[src/rtl/khbd_pkg.sv]
// Shared constants, opcodes and controller/datapath interface types for the keyed draw block.
package khbd_pkg;

    // Input opcodes
    localparam logic [1:0] OP_BYTE  = 2'd0;
    localparam logic [1:0] OP_DELTA = 2'd1;
    localparam logic [1:0] OP_UNIT  = 2'd2;

    // Hash and mixer constants
    localparam logic [63:0] FNV_BASIS    = 64'hCBF29CE484222325;
    localparam logic [8:0]  FNV_PRIME_LO = 9'h1B3;   // prime is 2^40 + this
    localparam int          FNV_PRIME_SH = 40;
    localparam logic [63:0] MIX_GAMMA    = 64'h9E3779B97F4A7C15;
    localparam logic [63:0] MIX_MUL1     = 64'hBF58476D1CE4E5B9;
    localparam logic [63:0] MIX_MUL2     = 64'h94D049BB133111EB;

    // Datapath operation codes
    typedef logic [3:0] dp_op_t;
    localparam dp_op_t DP_NOP  = 4'd0;
    localparam dp_op_t DP_HASH = 4'd1;
    localparam dp_op_t DP_LOAD = 4'd2;
    localparam dp_op_t DP_XS30 = 4'd3;
    localparam dp_op_t DP_MUL  = 4'd4;
    localparam dp_op_t DP_XS27 = 4'd5;
    localparam dp_op_t DP_XS31 = 4'd6;
    localparam dp_op_t DP_KEY  = 4'd7;
    localparam dp_op_t DP_DIV  = 4'd8;
    localparam dp_op_t DP_OUT  = 4'd9;

    // Multiply partial-product phases
    typedef logic [1:0] mul_phase_t;
    localparam mul_phase_t MPH_LL = 2'd0;
    localparam mul_phase_t MPH_LH = 2'd1;
    localparam mul_phase_t MPH_HL = 2'd2;

    typedef struct packed {
        dp_op_t     op;
        logic       mul_sel;     // 0: first mixer constant, 1: second
        mul_phase_t mul_phase;
    } dp_cmd_t;

    typedef struct packed {
        logic is_unit;
        logic bound_zero;
        logic out_busy;
    } dp_stat_t;

endpackage

[src/rtl/keyed_hash_bounded_draw.sv]
// Keyed hash draw block: FNV-1a domain hash, two-round mixer, bounded delta or unit fraction.
// Domain byte: bytes accepted back to back; no result beat.
// Unit draw or zero-bound delta: result beat follows two mixer rounds (each two multiplies
//   on one shared 32x32 multiplier plus xor-shift steps).
// Nonzero-bound delta: a serial remainder over the 64 mixer bits, one bit per cycle, follows.
// Next item is accepted the cycle after a result enters the output register, later while a
//   stalled beat holds the output. Synchronous active-low reset clears control, the seed (to 0)
//   and the hash (to offset basis).
module keyed_hash_bounded_draw (
    input  logic               aclk,
    input  logic               aresetn,
    input  logic               cfg_wr_en,
    input  logic [63:0]        cfg_wr_data,
    input  logic               s_valid,
    output logic               s_ready,
    input  logic [1:0]         s_op,
    input  logic [7:0]         s_domain_byte,
    input  logic               s_domain_first,
    input  logic [63:0]        s_draw_index,
    input  logic signed [31:0] s_delta_bound,
    output logic               m_valid,
    input  logic               m_ready,
    output logic               m_is_unit,
    output logic signed [31:0] m_delta,
    output logic [52:0]        m_unit_fraction
);
    import khbd_pkg::*;

    dp_cmd_t  cmd;
    dp_stat_t stat;

    khbd_ctrl u_ctrl (
        .aclk    (aclk),
        .aresetn (aresetn),
        .s_valid (s_valid),
        .s_ready (s_ready),
        .s_op    (s_op),
        .stat    (stat),
        .cmd     (cmd)
    );

    khbd_dp u_dp (
        .aclk            (aclk),
        .aresetn         (aresetn),
        .cfg_wr_en       (cfg_wr_en),
        .cfg_wr_data     (cfg_wr_data),
        .s_op            (s_op),
        .s_domain_byte   (s_domain_byte),
        .s_domain_first  (s_domain_first),
        .s_draw_index    (s_draw_index),
        .s_delta_bound   (s_delta_bound),
        .m_valid         (m_valid),
        .m_ready         (m_ready),
        .m_is_unit       (m_is_unit),
        .m_delta         (m_delta),
        .m_unit_fraction (m_unit_fraction),
        .cmd             (cmd),
        .stat            (stat)
    );

endmodule

[src/rtl/khbd_ctrl.sv]
// Sequencer that steps the datapath through hashing, mixing, reduction and output.
module khbd_ctrl (
    input  logic              aclk,
    input  logic              aresetn,
    input  logic              s_valid,
    output logic              s_ready,
    input  logic [1:0]        s_op,
    input  khbd_pkg::dp_stat_t stat,
    output khbd_pkg::dp_cmd_t  cmd
);
    import khbd_pkg::*;

    localparam logic [3:0] S_IDLE = 4'd0;
    localparam logic [3:0] S_XS30 = 4'd1;
    localparam logic [3:0] S_MUL1 = 4'd2;
    localparam logic [3:0] S_XS27 = 4'd3;
    localparam logic [3:0] S_MUL2 = 4'd4;
    localparam logic [3:0] S_XS31 = 4'd5;
    localparam logic [3:0] S_KEY  = 4'd6;
    localparam logic [3:0] S_DIV  = 4'd7;
    localparam logic [3:0] S_DONE = 4'd8;

    logic [3:0] state_reg, state_next;
    mul_phase_t mphase_reg, mphase_next;
    logic       round_reg, round_next;
    logic [5:0] dcnt_reg, dcnt_next;

    assign s_ready = (state_reg == S_IDLE);

    // Decode state into the next step and datapath command
    always_comb begin
        state_next  = state_reg;
        mphase_next = mphase_reg;
        round_next  = round_reg;
        dcnt_next   = dcnt_reg;
        cmd.op        = DP_NOP;
        cmd.mul_sel   = 1'b0;
        cmd.mul_phase = mphase_reg;
        case (state_reg)
            S_IDLE: begin
                if (s_valid) begin
                    if (s_op == OP_BYTE) begin
                        cmd.op = DP_HASH;
                    end else if (s_op == OP_DELTA || s_op == OP_UNIT) begin
                        cmd.op     = DP_LOAD;
                        round_next = 1'b0;
                        state_next = S_XS30;
                    end
                end
            end
            S_XS30: begin
                cmd.op      = DP_XS30;
                mphase_next = MPH_LL;
                state_next  = S_MUL1;
            end
            S_MUL1: begin
                cmd.op = DP_MUL;
                if (mphase_reg == MPH_HL) begin
                    mphase_next = MPH_LL;
                    state_next  = S_XS27;
                end else begin
                    mphase_next = mphase_reg + 2'd1;
                end
            end
            S_XS27: begin
                cmd.op      = DP_XS27;
                mphase_next = MPH_LL;
                state_next  = S_MUL2;
            end
            S_MUL2: begin
                cmd.op      = DP_MUL;
                cmd.mul_sel = 1'b1;
                if (mphase_reg == MPH_HL) begin
                    mphase_next = MPH_LL;
                    state_next  = S_XS31;
                end else begin
                    mphase_next = mphase_reg + 2'd1;
                end
            end
            S_XS31: begin
                cmd.op = DP_XS31;
                if (!round_reg) begin
                    state_next = S_KEY;
                end else if (stat.is_unit || stat.bound_zero) begin
                    state_next = S_DONE;
                end else begin
                    dcnt_next  = '0;
                    state_next = S_DIV;
                end
            end
            S_KEY: begin
                cmd.op     = DP_KEY;
                round_next = 1'b1;
                state_next = S_XS30;
            end
            S_DIV: begin
                cmd.op    = DP_DIV;
                dcnt_next = dcnt_reg + 6'd1;
                if (dcnt_reg == '1) begin
                    state_next = S_DONE;
                end
            end
            S_DONE: begin
                // Hold until the output slot can take the beat
                if (!stat.out_busy) begin
                    cmd.op     = DP_OUT;
                    state_next = S_IDLE;
                end
            end
            default: begin
                state_next = S_IDLE;
            end
        endcase
    end

    // Advance control state
    always_ff @(posedge aclk) begin
        if (!aresetn) begin
            state_reg  <= S_IDLE;
            mphase_reg <= MPH_LL;
            round_reg  <= 1'b0;
            dcnt_reg   <= '0;
        end else begin
            state_reg  <= state_next;
            mphase_reg <= mphase_next;
            round_reg  <= round_next;
            dcnt_reg   <= dcnt_next;
        end
    end

endmodule

[src/rtl/khbd_dp.sv]
// Datapath: domain hash, mixer word with shared 32x32 multiplier, serial remainder, output register.
module khbd_dp (
    input  logic               aclk,
    input  logic               aresetn,
    input  logic               cfg_wr_en,
    input  logic [63:0]        cfg_wr_data,
    input  logic [1:0]         s_op,
    input  logic [7:0]         s_domain_byte,
    input  logic               s_domain_first,
    input  logic [63:0]        s_draw_index,
    input  logic signed [31:0] s_delta_bound,
    output logic               m_valid,
    input  logic               m_ready,
    output logic               m_is_unit,
    output logic signed [31:0] m_delta,
    output logic [52:0]        m_unit_fraction,
    input  khbd_pkg::dp_cmd_t  cmd,
    output khbd_pkg::dp_stat_t stat
);
    import khbd_pkg::*;

    logic [63:0] seed_reg;
    logic [63:0] hash_reg, hash_next;
    logic [63:0] v_reg, v_next;
    logic [63:0] acc_reg, acc_next;
    logic [32:0] rem_reg, rem_next;
    logic [31:0] mag_reg;
    logic        unit_reg;
    logic        bzero_reg;
    logic        out_valid_reg;
    logic        out_unit_reg;
    logic [31:0] out_delta_reg;
    logic [52:0] out_frac_reg;

    logic [63:0] hash_x;
    logic [31:0] in_mag;
    logic [63:0] mul_b;
    logic [31:0] mul_x, mul_y;
    logic [63:0] prod;
    logic [33:0] trial;
    logic [33:0] span;

    // Fold one byte: (h ^ byte) * (2^40 + 0x1B3)
    always_comb begin
        hash_x    = (s_domain_first ? FNV_BASIS : hash_reg) ^ {56'd0, s_domain_byte};
        hash_next = 64'(hash_x * {55'd0, FNV_PRIME_LO}) + (hash_x << FNV_PRIME_SH);
    end

    // Magnitude of the bound; the most negative value wraps to 2^31 as unsigned
    assign in_mag = s_delta_bound[31] ? 32'(-s_delta_bound) : s_delta_bound;

    // One 32x32 partial product per cycle
    always_comb begin
        mul_b = cmd.mul_sel ? MIX_MUL2 : MIX_MUL1;
        mul_x = (cmd.mul_phase == MPH_HL) ? v_reg[63:32] : v_reg[31:0];
        mul_y = (cmd.mul_phase == MPH_LH) ? mul_b[63:32] : mul_b[31:0];
        prod  = {32'd0, mul_x} * {32'd0, mul_y};
    end

    // Restoring remainder step against span = 2*mag + 1
    always_comb begin
        span  = {1'b0, mag_reg, 1'b1};
        trial = {rem_reg, v_reg[63]};
    end

    // Select next datapath values
    always_comb begin
        v_next   = v_reg;
        acc_next = acc_reg;
        rem_next = rem_reg;
        case (cmd.op)
            DP_LOAD: begin
                v_next   = s_draw_index + MIX_GAMMA;
                rem_next = '0;
            end
            DP_XS30: v_next = v_reg ^ (v_reg >> 30);
            DP_XS27: v_next = v_reg ^ (v_reg >> 27);
            DP_XS31: v_next = v_reg ^ (v_reg >> 31);
            DP_KEY:  v_next = (v_reg ^ seed_reg ^ hash_reg) + MIX_GAMMA;
            DP_MUL: begin
                case (cmd.mul_phase)
                    MPH_LL:  acc_next = prod;
                    MPH_LH:  acc_next = acc_reg + {prod[31:0], 32'd0};
                    MPH_HL:  v_next   = acc_reg + {prod[31:0], 32'd0};
                    default: acc_next = acc_reg;
                endcase
            end
            DP_DIV: begin
                v_next   = v_reg << 1;
                rem_next = (trial >= span) ? 33'(trial - span) : trial[32:0];
            end
            default: v_next = v_reg;
        endcase
    end

    // Working registers
    always_ff @(posedge aclk) begin
        v_reg   <= v_next;
        acc_reg <= acc_next;
        rem_reg <= rem_next;
        if (cmd.op == DP_LOAD) begin
            mag_reg   <= in_mag;
            unit_reg  <= (s_op == OP_UNIT);
            bzero_reg <= (s_delta_bound == 32'sd0);
        end
    end

    // Seed and domain hash keep their reset values until written
    always_ff @(posedge aclk) begin
        if (!aresetn) begin
            seed_reg <= '0;
            hash_reg <= FNV_BASIS;
        end else begin
            if (cfg_wr_en) begin
                seed_reg <= cfg_wr_data;
            end
            if (cmd.op == DP_HASH) begin
                hash_reg <= hash_next;
            end
        end
    end

    // Output beat register
    always_ff @(posedge aclk) begin
        if (!aresetn) begin
            out_valid_reg <= 1'b0;
        end else if (cmd.op == DP_OUT) begin
            out_valid_reg <= 1'b1;
        end else if (m_ready) begin
            out_valid_reg <= 1'b0;
        end
    end

    always_ff @(posedge aclk) begin
        if (cmd.op == DP_OUT) begin
            out_unit_reg  <= unit_reg;
            out_delta_reg <= (unit_reg || bzero_reg) ? 32'd0 : (rem_reg[31:0] - mag_reg);
            out_frac_reg  <= unit_reg ? v_reg[63:11] : 53'd0;
        end
    end

    assign m_valid         = out_valid_reg;
    assign m_is_unit       = out_unit_reg;
    assign m_delta         = out_delta_reg;
    assign m_unit_fraction = out_frac_reg;

    assign stat.is_unit    = unit_reg;
    assign stat.bound_zero = bzero_reg;
    assign stat.out_busy   = out_valid_reg & ~m_ready;

endmodule

[config.mk]
export PLATFORM = sky130hd
export DESIGN_NAME = keyed_hash_bounded_draw
export DESIGN_NICKNAME = d
export VERILOG_FILES = /design/src/rtl/khbd_pkg.sv /design/src/rtl/keyed_hash_bounded_draw.sv /design/src/rtl/khbd_ctrl.sv /design/src/rtl/khbd_dp.sv
export SDC_FILE = /design/constraint.sdc
export NUM_CORES = 2
export LEC_CHECK = 0
export ABC_AREA = 1
export ABC_CLOCK_PERIOD_IN_PS = 18540
export BUFFER_PORTS_ARGS = -buffer_cell sky130_fd_sc_hd__buf_4
export CORE_MARGIN = 1
export CORE_UTILIZATION = 40
export CTS_CLUSTER_SIZE = 20
export DETAILED_ROUTE_END_ITERATION = 6
export HOLD_SLACK_MARGIN = 0.03
export PLACE_DENSITY = 0.55
export SKIP_LAST_GASP = 1
export SYNTH_ARGS = -nofsm -noshare
export SYNTH_HDL_FRONTEND = slang
export SYNTH_SLANG_ARGS = --single-unit
[constraint.sdc]
create_clock -name aclk -period 18.54 [get_ports aclk]
set_input_delay 0.927 -clock aclk [delete_from_list [all_inputs] [get_ports aclk]]
set_output_delay 0.927 -clock aclk [all_outputs]
set_load 0.005 [all_outputs]
==> run_results.csv <==
group,metric,value,unit
clock_network,cts_setup_buffers,0,
worst_setup_path,reg2reg_slack,6.64,ns
worst_setup_path,crit_path_max_incr_delay,0.77,ns
cells_and_area,finalNetCount,11360,
grt,grt_pass1_wl,489700,um
yosys,synth_edf_count,281,
run,drv_cap,0,
grt,grt_pass1_vias,66000,
drt,drt_iter0_drc,6379,
clock_network,cts_root_buf,"clkbuf_16",
worst_setup_path,cp-start-kind,"flip-flop",
timing,hold_viol,0,
worst_setup_path,endpoint_kind,"flip-flop",
clock_network,cts.path.max_buffers,3,
worst_setup_path,arrival,12.41,ns
drt,vias,65320,
yosys,synth_top_flop_cell,"edfxtp_1",
yosys,syn-cell-area,72000,sq um
worst_setup_path,reg2reg_depth,43,
timing,final.min_clock_period,11.90,ns
cells_and_area,drive_gt1_frac,0.06075,
timing,holdWs,0.4715,ns
clock_network,cts.sinks,423,
clock_network,cts_resized,0,
drt,drt-pass1-iter-count,6,
clock_network,clock_latency,0.65,ns
yosys,synthArstFlopShare,0,
worst_setup_path,path_class,"reg -> reg",
yosys,synthCells,9349,
yosys,syn-num-nets,11170,
clock_network,hold_buffers,0,
worst_setup_path,cp_common_cell,"inv_1",
yosys,ys_seq_area_frac,0.1567,
timing,slew_viol_final,0,
floorplan,start_util,0.4031,
hold_path,hold_class,"reg -> reg",
worst_setup_path,crit_path_start,"u_ctrl.mphase_reg[1]",
place,dp_hpwl,302900,um
floorplan,die_h,426.3,um
yosys,synth.avg_cell_area,7.701,sq um
place,gp_congestion,1.072,
grt,grt_max_degree,94,
yosys,ys_seq_elements,423,
worst_setup_path,crit_fanout,26,
timing,fin_setup_tns,0,ns
drt,viasPerCell,5.471,
worst_setup_path,r2r-end,"u_dp.v_reg[56]",
worst_setup_path,slowest_stage,"nor2_1",
worst_setup_path,crit_end,"u_dp.v_reg[56]",
timing,tightest_slew,1.462,ns
floorplan,die_w,426.3,um
timing,post-route-period-util,0.6420,
timing,rsz0062_at_grt,"false",
grt,antenna_found_initial,16,
yosys,synth_warnings,0,
grt,grt-ovfl-total,0,
timing,setup_viol,0,
floorplan,fp-row-count,155,
drt,drc,0,
cells_and_area,area_delta_synth_final,9.124,%
floorplan,die_area,181700,sq um
floorplan,ios,264,
run_status,run_status,"complete, no violations",
grt,grtUsageTotal,0.3828,
timing,fin_skew,0.03483,ns
drt,final_antenna_net_count,0,
worst_setup_path,required,19.04,ns
worst_setup_path,rr_startpoint,"u_ctrl.mphase_reg[1]",
yosys,synth_area_leaders,"fa_1 30%, edfxtp_1 12%, inv_1 11%",
floorplan,coreArea,178600,sq um
timing,slew-limit-headroom,0.02152,
clock_network,cts_tree,"done",
clock_network,numCtsBuffers,51,
clock_network,cts.htree.levels,2,
yosys,yosys.area.top_type,"fa_1",
drt,wl_per_cell,29.25,um
timing,fmax,84.01,MHz
drt,drt_wl_total,349200,um
yosys,yosysTopAreaCellShare,0.2981,
yosys,synth_cell_types,58,
place,portBuffers,263,
clock_network,clkSlewWorstSetupHoldPaths,0.07,ns
## cells in the mapped netlist, types with 47 or more instances
cell type	number
a21oi_1	481
buf_2	47
clkbuf_1	161
dfxtp_1	142
edfxtp_1	281
fa_1	1072
ha_1	570
inv_1	2107
nand2_1	1816
nand3_1	365
nand4_1	55
nor2_1	982
nor3_1	56
o21ai_0	413
o21ai_1	56
or2_2	50
xnor2_1	113
xor2_1	163
## logic make-up after synthesis
group,share of synthesized area
compound gates,0.09412
other cells,0.00005209
flops,0.1567
buf+inv,0.1259
xor+xnor,0.03358
fa+ha+maj,0.3971
simple gates,0.1926
## how the worst min path moves through the flow
stage / to / from / slack, ns / depth (start not counted)
final: u_dp.seed_reg[38] / u_dp.seed_reg[38] / 0.47 / 2
after global routing: u_dp.seed_reg[31] / u_dp.seed_reg[31] / 0.49 / 2
after CTS: u_dp.mag_reg[0] / s_delta_bound[0] / 0.46 / 1
after detailed placement: u_dp.seed_reg[3] / u_dp.seed_reg[3] / 0.46 / 2
after global placement: u_dp.seed_reg[22] / u_dp.seed_reg[22] / 0.46 / 2
after floorplan: u_dp.m_is_unit / u_dp.unit_reg / 0.42 / 0
## placed cells by master, fill, tap and decap left out, types with 55 or more instances in the layout
cell	n
inv_1	2103
nand2_1	1813
fa_1	1072
nor2_1	975
ha_1	570
a21oi_1	480
o21ai_0	412
buf_4	380
nand3_1	365
edfxtp_1	281
xor2_1	163
dfxtp_1	142
xnor2_1	112
nor3_1	55
nand4_1	55
## worst max-delay path: cells and delay by family, from the launching register on
kind,cells,cell delay [ns]
xor gates and xnor gates,1,0.65
adders and majority gates,10,4.83
DFF,1,0.34
AOI/OAI and AO/OA,5,0.91
and+or+nand+nor,13,2.35
buffers and inverters,14,2.61
## cell type report
| class | count | area (sq um) |
|---|---|---|
| fillers | 18510 | 100100 |
| multi-input cells | 6545 | 51730 |
| flip-flops and latches | 423 | 11280 |
| inverters | 2136 | 8019 |
| well taps | 2355 | 2947 |
| repair buffers | 381 | 2873 |
| clock buffers | 73 | 1453 |
| clock inverters | 22 | 246.5 |
| diodes | 5 | 12.51 |
## layer usage
metal  global-route usage  share of wire
met5             0.006085        0.00071
met2               0.6053           0.45
met3              0.06724          0.077
met1               0.5102           0.42
met4               0.1731          0.055
## through the flow
step	setup WS, ns	area [sq um]	cells	util
floorplan	9.425	72000	9349	-
global placement	6.961	76850	11840	0.4303
detailed placement	6.922	76850	11840	0.4303
CTS	6.899	78550	11940	0.4398
global route	6.416	78550	11940	0.4398
finish	6.637	78560	11940	0.4399
Power is left out: the tool's default activity adds up to more than one toggle a clock period on the data nets, which glitch-free logic cannot reach.
